--- src/rtl/core/fbc_pkg.sv ---
package fbc_pkg;

    // Number of clip planes, one cell each
    localparam int NUM_PLANES  = 6;
    // Width of normal components and box coordinates
    localparam int COORD_BITS  = 16;
    // Plane offset in product scale
    localparam int OFFSET_BITS = 2 * COORD_BITS + 2;
    // Width of the plane slot field
    localparam int SLOT_BITS   = 3;
    // One normal component times one coordinate
    localparam int PROD_BITS   = 2 * COORD_BITS;
    // Three products plus the offset, with headroom
    localparam int SUM_BITS    = OFFSET_BITS + 2;

    typedef enum logic
    {
        REQ_LOAD = 1'b0,
        REQ_TEST = 1'b1
    } req_type_t;

    typedef logic signed [COORD_BITS-1:0]  coord_t;
    typedef logic signed [OFFSET_BITS-1:0] offset_t;
    typedef logic signed [PROD_BITS-1:0]   prod_t;
    typedef logic signed [SUM_BITS-1:0]    sum_t;

    // One transaction as it travels down the chain of plane cells
    typedef struct packed
    {
        req_type_t              kind;
        logic [SLOT_BITS-1:0]   index;
        coord_t                 a;
        coord_t                 b;
        coord_t                 c;
        offset_t                d;
        coord_t                 min_x;
        coord_t                 min_y;
        coord_t                 min_z;
        coord_t                 max_x;
        coord_t                 max_y;
        coord_t                 max_z;
        logic                   visible;
    } item_t;

endpackage

--- src/rtl/core/fbc_cell.sv ---
module fbc_cell
    import fbc_pkg::*;
(
    input  logic                 clk,
    input  logic                 rst_n,
    input  logic                 adv,
    input  logic [SLOT_BITS-1:0] cell_idx,
    input  logic                 in_valid,
    input  item_t                in_item,
    output logic                 out_valid,
    output item_t                out_item
);

    coord_t  a_reg, a_next;
    coord_t  b_reg, b_next;
    coord_t  c_reg, c_next;
    offset_t d_reg, d_next;

    logic    mid_valid_reg;
    item_t   mid_item_reg;
    prod_t   px_reg, py_reg, pz_reg;
    prod_t   px_next, py_next, pz_next;

    logic    out_valid_reg;
    item_t   out_item_reg, out_item_next;

    coord_t  sel_x, sel_y, sel_z;
    sum_t    dist_sum;
    logic    load_hit;

    // Pick the corner per axis that maximizes the distance, then multiply
    always_comb
    begin
        if (a_reg[COORD_BITS-1])
            sel_x = (in_item.min_x < in_item.max_x) ? in_item.min_x : in_item.max_x;
        else
            sel_x = (in_item.min_x > in_item.max_x) ? in_item.min_x : in_item.max_x;
        if (b_reg[COORD_BITS-1])
            sel_y = (in_item.min_y < in_item.max_y) ? in_item.min_y : in_item.max_y;
        else
            sel_y = (in_item.min_y > in_item.max_y) ? in_item.min_y : in_item.max_y;
        if (c_reg[COORD_BITS-1])
            sel_z = (in_item.min_z < in_item.max_z) ? in_item.min_z : in_item.max_z;
        else
            sel_z = (in_item.min_z > in_item.max_z) ? in_item.min_z : in_item.max_z;

        px_next = PROD_BITS'(a_reg) * PROD_BITS'(sel_x);
        py_next = PROD_BITS'(b_reg) * PROD_BITS'(sel_y);
        pz_next = PROD_BITS'(c_reg) * PROD_BITS'(sel_z);
    end

    // Capture a plane load addressed to this cell
    always_comb
    begin
        load_hit = adv && in_valid && (in_item.kind == REQ_LOAD)
                   && (in_item.index == cell_idx);
        a_next = a_reg;
        b_next = b_reg;
        c_next = c_reg;
        d_next = d_reg;
        if (load_hit)
        begin
            a_next = in_item.a;
            b_next = in_item.b;
            c_next = in_item.c;
            d_next = in_item.d;
        end
    end

    // Sum the products with the offset and drop visibility if not above zero
    always_comb
    begin
        dist_sum = SUM_BITS'(px_reg) + SUM_BITS'(py_reg) + SUM_BITS'(pz_reg)
                   + SUM_BITS'(d_reg);
        out_item_next = mid_item_reg;
        if (mid_item_reg.kind == REQ_TEST)
            out_item_next.visible = mid_item_reg.visible
                                    && !dist_sum[SUM_BITS-1] && (|dist_sum);
    end

    // Plane store, cleared at reset
    always_ff @(posedge clk or negedge rst_n)
    begin
        if (!rst_n)
        begin
            a_reg <= '0;
            b_reg <= '0;
            c_reg <= '0;
            d_reg <= '0;
        end
        else
        begin
            a_reg <= a_next;
            b_reg <= b_next;
            c_reg <= c_next;
            d_reg <= d_next;
        end
    end

    // Advance stage valids
    always_ff @(posedge clk or negedge rst_n)
    begin
        if (!rst_n)
        begin
            mid_valid_reg <= 1'b0;
            out_valid_reg <= 1'b0;
        end
        else if (adv)
        begin
            mid_valid_reg <= in_valid;
            out_valid_reg <= mid_valid_reg;
        end
    end

    // Advance stage payloads
    always_ff @(posedge clk)
    begin
        if (adv)
        begin
            mid_item_reg <= in_item;
            px_reg       <= px_next;
            py_reg       <= py_next;
            pz_reg       <= pz_next;
            out_item_reg <= out_item_next;
        end
    end

    assign out_valid = out_valid_reg;
    assign out_item  = out_item_reg;

endmodule

--- config.mk ---
export PLATFORM = sky130hd
export DESIGN_NAME = fbc_cell
export DESIGN_NICKNAME = d
export VERILOG_FILES = /design/src/rtl/core/fbc_pkg.sv /design/src/rtl/core/fbc_cell.sv
export SDC_FILE = /design/constraint.sdc
export NUM_CORES = 2
export LEC_CHECK = 0
export BUFFER_PORTS_ARGS = -buffer_cell sky130_fd_sc_hd__buf_2
export CAP_MARGIN = 5
export CORE_ASPECT_RATIO = 0.6
export CORE_MARGIN = 1.5
export CORE_UTILIZATION = 55
export CTS_CLUSTER_DIAMETER = 50
export DETAILED_ROUTE_END_ITERATION = 8
export HOLD_SLACK_MARGIN = 0.06
export PLACE_DENSITY = 0.84
export RECOVER_POWER = 25
export SLEW_MARGIN = 30
export SYNTH_ARGS = -nofsm -noshare
export SYNTH_HDL_FRONTEND = slang
export SYNTH_SLANG_ARGS = --single-unit
--- constraint.sdc ---
create_clock -name clk -period 10.25 [get_ports clk]
set_input_delay 1.5375 -clock clk [delete_from_list [all_inputs] [get_ports clk]]
set_output_delay 1.5375 -clock clk [all_outputs]
set_load 0.005 [all_outputs]
# ---- Word level (Yosys, flattened, before mapping)
# Index checks and enable logic that the tools add are counted.
dict set report totals {
  register_bits 546
  latchBits 0
  ramBits 0
  rom_bits 0
  in_bits 190
  output_inout_bits 184
  elab_cells 66
  mem_count 0
}
dict set report classes {
  addsub 3
  n_mul 3
  n_div 0
  order_cmp 6
  eq_ne 1
  shift 0
  n_mux 10
  bitwise_logic 1
  n_reduce_logical 7
}
# op n
set ops {}
lappend ops {{2-to-1 mux 16 bit} 9}
lappend ops {{multiplier 16 x 16 -> 32 bit} 3}
lappend ops {{> comparator 16 bit} 3}
lappend ops {{< comparator 16 bit} 3}
lappend ops {{OR reduction 36 bit} 1}
lappend ops {{adder 34 x 34 -> 35 bit} 1}
lappend ops {{adder 33 x 32 -> 34 bit} 1}
lappend ops {{adder 32 x 32 -> 33 bit} 1}
lappend ops {{logical AND 1 bit} 5}
lappend ops {{equality test 3 bit} 1}
lappend ops {{logical NOT 1 bit} 1}
lappend ops {{2-to-1 mux 1 bit} 1}
lappend ops {{inverter 1 bit} 1}

# ---- Depth between registers and ports, before layout
dict set report depth {
  ltp_word 7
  mapped_depth 41
  depth_no_buf 35
}

# ---- Worst setup path after synthesis
# No wires, ideal clock.
dict set report synth_path {
  path_type {in2reg}
  startpoint {in in_item[2] (netlist bit)}
  endpoint {reg pz_reg[30], data pin}
  setup_time_ps 158
  arrival_ps 10111
  required_ps 10092
  setup_slack_ps -19
  cell_stages 36
  cell_sequence {clkbuf_1 clkbuf_1 inv_1 ha_1 nor2b_1 o21a_1 o21a_1 o21a_1 o21a_1 o21bai_2 and4b_1 nor3_2 a21oi_1 clkbuf_1 buf_2 mux2_2 fa_1 fa_1 fa_1 fa_1 inv_1 fa_1 inv_1 fa_1 inv_1 ha_1 a21o_1 a21o_1 a21oi_1 nand2_1 o2111ai_1 a31oi_1 and3_1 or4_1 a2111o_1 o211ai_1}
}
dict set report synth_via {
  elab_chain_len 4
  elab_cells_between_ends 6
  classes_between {mul (1); order compare (2); mux (3)}
}
# element line_no
set synth_lines {}
lappend synth_lines {{start: declaration} fbc_cell.sv:9} ;# input item_t in_item,
lappend synth_lines {{> comparator 16 bit / < comparator 16 bit (equally long branches)} {fbc_cell.sv:45, fbc_cell.sv:43}}
lappend synth_lines {{2-to-1 mux 16 bit (on tied branches)} {fbc_cell.sv:45, fbc_cell.sv:43}}
lappend synth_lines {{2-to-1 mux 16 bit (*)} fbc_cell.sv:42} ;# if (c_reg[COORD_BITS-1])
lappend synth_lines {{multiplier 16 x 16 -> 32 bit (*)} fbc_cell.sv:49} ;# pz_next = PROD_BITS'(c_reg) * PROD_BITS'(sel_z);
lappend synth_lines {{named net pz_next[30]} fbc_cell.sv:22} ;# prod_t px_next, py_next, pz_next;
lappend synth_lines {{end signal: assignment} fbc_cell.sv:123} ;# pz_reg <= pz_next;
lappend synth_lines {{end: declaration} fbc_cell.sv:21} ;# prod_t px_reg, py_reg, pz_reg;
# The timed path passes the listed nets; every way through them passes the cells marked *.
# A chain may end at the register's enable or synchronous reset.

# ---- Final worst setup path
dict set report layout_path {
  startpoint {in in_item[16] (netlist bit)}
  endpoint {reg pz_reg[30], data pin}
}
# The elaborated chain is that of the path after synthesis.

==> results.yml <==
sta:
  layout_setup_ws_ns: 0.347
  tns_ns: 0
  post-route-period-util: 0.966
  tightest_slew_ns: 1.16
  period_needed_ns: 9.90
  hold_viol_final: 0
  finClkSkew_ns: 0.0415
  slew_headroom: 0.227
  max_freq_mhz: 101
  slew_violations: 0
  setup_viol: 0
  grt_setup_unrepaired: "no"
place:
  place_hpwl_um: 145000
  portBuffers: 373
  gp_congestion: 1.01
  dp_slack_ns: -0.169
global_route:
  grt_pass1_wl_um: 296000
  track_usage: 0.328
  grt_overflow: 0
  grt_max_degree: 181
  antenna_found_initial: 11
  grt_pass1_vias: 50900
die:
  core_area_um2: 113000
  fp.dieH_um: 265
  initial_utilization: 0.558
  die_w_um: 439
  dieArea_um2: 116000
  num_rows: 95
  ios: 374
logic_synthesis:
  synth_top_area_share: 0.272
  synth_cells: 6380
  yosys_warnings: 0
  synth-edff-count: 462
  synth_commonest_cells: "inv_1 (937), fa_1 (854), nand2_1 (605), nand3_1 (470), edfxtp_1 (462)"
  synth_area_leader_cell: "fa_1"
  syn-cell-area_um2: 62900
  synth-seq-cells: 546
  ys_async_sr_fraction: 0.154
  ys.flop_type: "edfxtp_1"
  synth_most_common_cell: "inv_1"
  seq_area_frac_synth: 0.254
  syn_area_per_cell_um2: 9.85
  syn-num-nets: 7752
  yosys-top-cells-area: "fa_1 (27%), edfxtp_1 (22%), ha_1 (6.5%)"
  synth.distinct_cells: 82
min_path:
  min_path_type: "flip-flop to flip-flop"
routing:
  final_antenna_net_count: 0
  drcViolationCount: 0
  via_per_inst: 6.29
  vias: 51100
  drtIter0Drc: 6820
  post_drt_wl_per_cell_um: 23.4
  drt-pass1-iter-count: 9
  totalWireLength_um: 190000
critical_path:
  crit_buf_inv: 10
  path_max_fanout: 50
  criticalPathCategory: "primary input to flip-flop"
  worst_setup_path_start_kind: "primary input"
  cp.required_ns: 10.75
  cp.arrival_ns: 10.40
  cpPeakStageDelay_ns: 0.55
  slowest_stage: "fa_1"
  cp-end-kind: "flip-flop"
  worst_path_most_repeated_cell: "inv_1"
  cpLargestDelayFamily: "adder cells"
run_status:
  run_status: "completed"
cells_and_area:
  nFillCells: 8815
  drive_gt1_frac: 0.137
  nets: 7932
  syn_to_final_growth_pct: 9.88
  seq_area_um2: 16000
  multiInputGateArea_um2: 41400
cts:
  ctsHoldBuffers: 0
  clk_latency_ns: 0.68
  cts_buffers: 59
  cts_buffer_depth: 3
  root_buffer: "clkbuf_16"
  clkTransAtPathRegs_ns: 0.06
  cts_tree: "built"
  cts.sinks: 546
  htree_levels: 2
run:
  cap_violations: 0
==> metrics by stage <==
stage | std cells | hold slack (ns) | area, µm² | utilization
3_3_place_gp | 8002 | 0.400 | 67000 | 0.596
2_1_floorplan | 6380 | 0.400 | 62900 | -
3_5_place_dp | 8002 | 0.405 | 67100 | 0.596
5_1_grt | 8118 | 0.415 | 69100 | 0.614
6_report | 8120 | 0.403 | 69100 | 0.614
4_1_cts | 8114 | 0.399 | 69100 | 0.614
==> final cells by class <==
class	count	share of cell area
inverter	939	0.0510
multi-input combinational	4359	0.600
sequential	546	0.231
tap	1503	0.0272
antenna	6	0.000217
clock inverter	37	0.00683
timing repair buffer	655	0.0606
clock buffer	75	0.0231
==> worst reg2reg max path: cells and delay by family (launching register included) <==
kind,cells,cell delay (ns)
multiplexers,1,0.34
XOR/XNOR,1,0.13
adder cells (fa/ha/maj),7,3.38
AND/OR/NAND/NOR,4,0.52
buffers and inverters,6,0.69
AO/OA/AOI/OAI,10,2.23
flip-flops,1,0.90
==> worst paths after layout <==
check	endpoint	cells past startpoint	slack, ns	from
min in group asynchronous	b_reg[8]	1	1.08	rst_n
worst min register to register	out_item[43]	0	0.40	mid_item_reg[43]
worst min-delay path	out_item[43]	0	0.40	mid_item_reg[43]
max in group asynchronous	a_reg[15]	2	7.70	rst_n
worst max-delay path	pz_reg[30]	36	0.35	in_item[16]
worst max register to register	py_reg[31]	29	1.81	b_reg[15]
==> metal layers <==
metal  global-route usage  share of wire
met1                0.479           0.40
met2                0.453           0.41
met3                0.113           0.15
met4                0.108          0.036
met5              0.00786         0.0011
==> cell usage in the layout, fill, tap and decap left out, types with 9 or more instances in the layout <==
| cell | synthesis | layout |
|---|---|---|
| o21ai_0 | 77 | 77 |
| clkbuf_16 | 0 | 60 |
| o21bai_1 | 13 | 13 |
| buf_12 | 0 | 24 |
| dfrtp_1 | 84 | 80 |
| nand2_1 | 605 | 605 |
| a211oi_1 | 9 | 9 |
| a21oi_1 | 123 | 122 |
| nand3_1 | 470 | 469 |
| a31oi_1 | 21 | 21 |
| clkbuf_1 | 457 | 119 |
| edfxtp_1 | 462 | 462 |
| buf_2 | 33 | 264 |
| nand2b_1 | 69 | 68 |
| inv_1 | 937 | 937 |
| o21a_1 | 26 | 26 |
| or2_2 | 12 | 12 |
| mux2_2 | 203 | 203 |
| and4_1 | 110 | 110 |
| and2_1 | 64 | 58 |
| ha_1 | 328 | 328 |
| and3_1 | 12 | 11 |
| or3_1 | 10 | 10 |
| nand4_1 | 376 | 376 |
| xor2_1 | 31 | 31 |
| nor2b_1 | 127 | 118 |
| nor3b_1 | 13 | 13 |
| o211ai_1 | 232 | 232 |
| mux2i_1 | 153 | 153 |
| a21o_1 | 59 | 59 |
| xnor2_1 | 93 | 93 |
| buf_4 | 1 | 255 |
| a21boi_0 | 9 | 9 |
| fa_1 | 854 | 854 |
| nor3_1 | 39 | 38 |
| nor2_1 | 115 | 114 |
==> kinds of logic (layout without fill, tap and decap cells) <==
logic type,Yosys count,count (layout),share of synthesized area
compound gates,638,638,0.0695
xor+xnor,124,124,0.0173
fa+ha+maj,1182,1182,0.337
buf+inv,1475,1706,0.0888
flops,546,546,0.254
mux,356,356,0.0607
other cells,0,6,0
simple gates,2059,2059,0.172
==> what timing repair did <==
item / 4_1_cts / 5_1_grt
setup buffers: 0 / 0
gates resized for setup: 0 / 2
setup endpoints to repair: 0 / 4
Power is not shown: default switching activity piles up to over one toggle a cycle in this logic, so the estimate is an artifact.
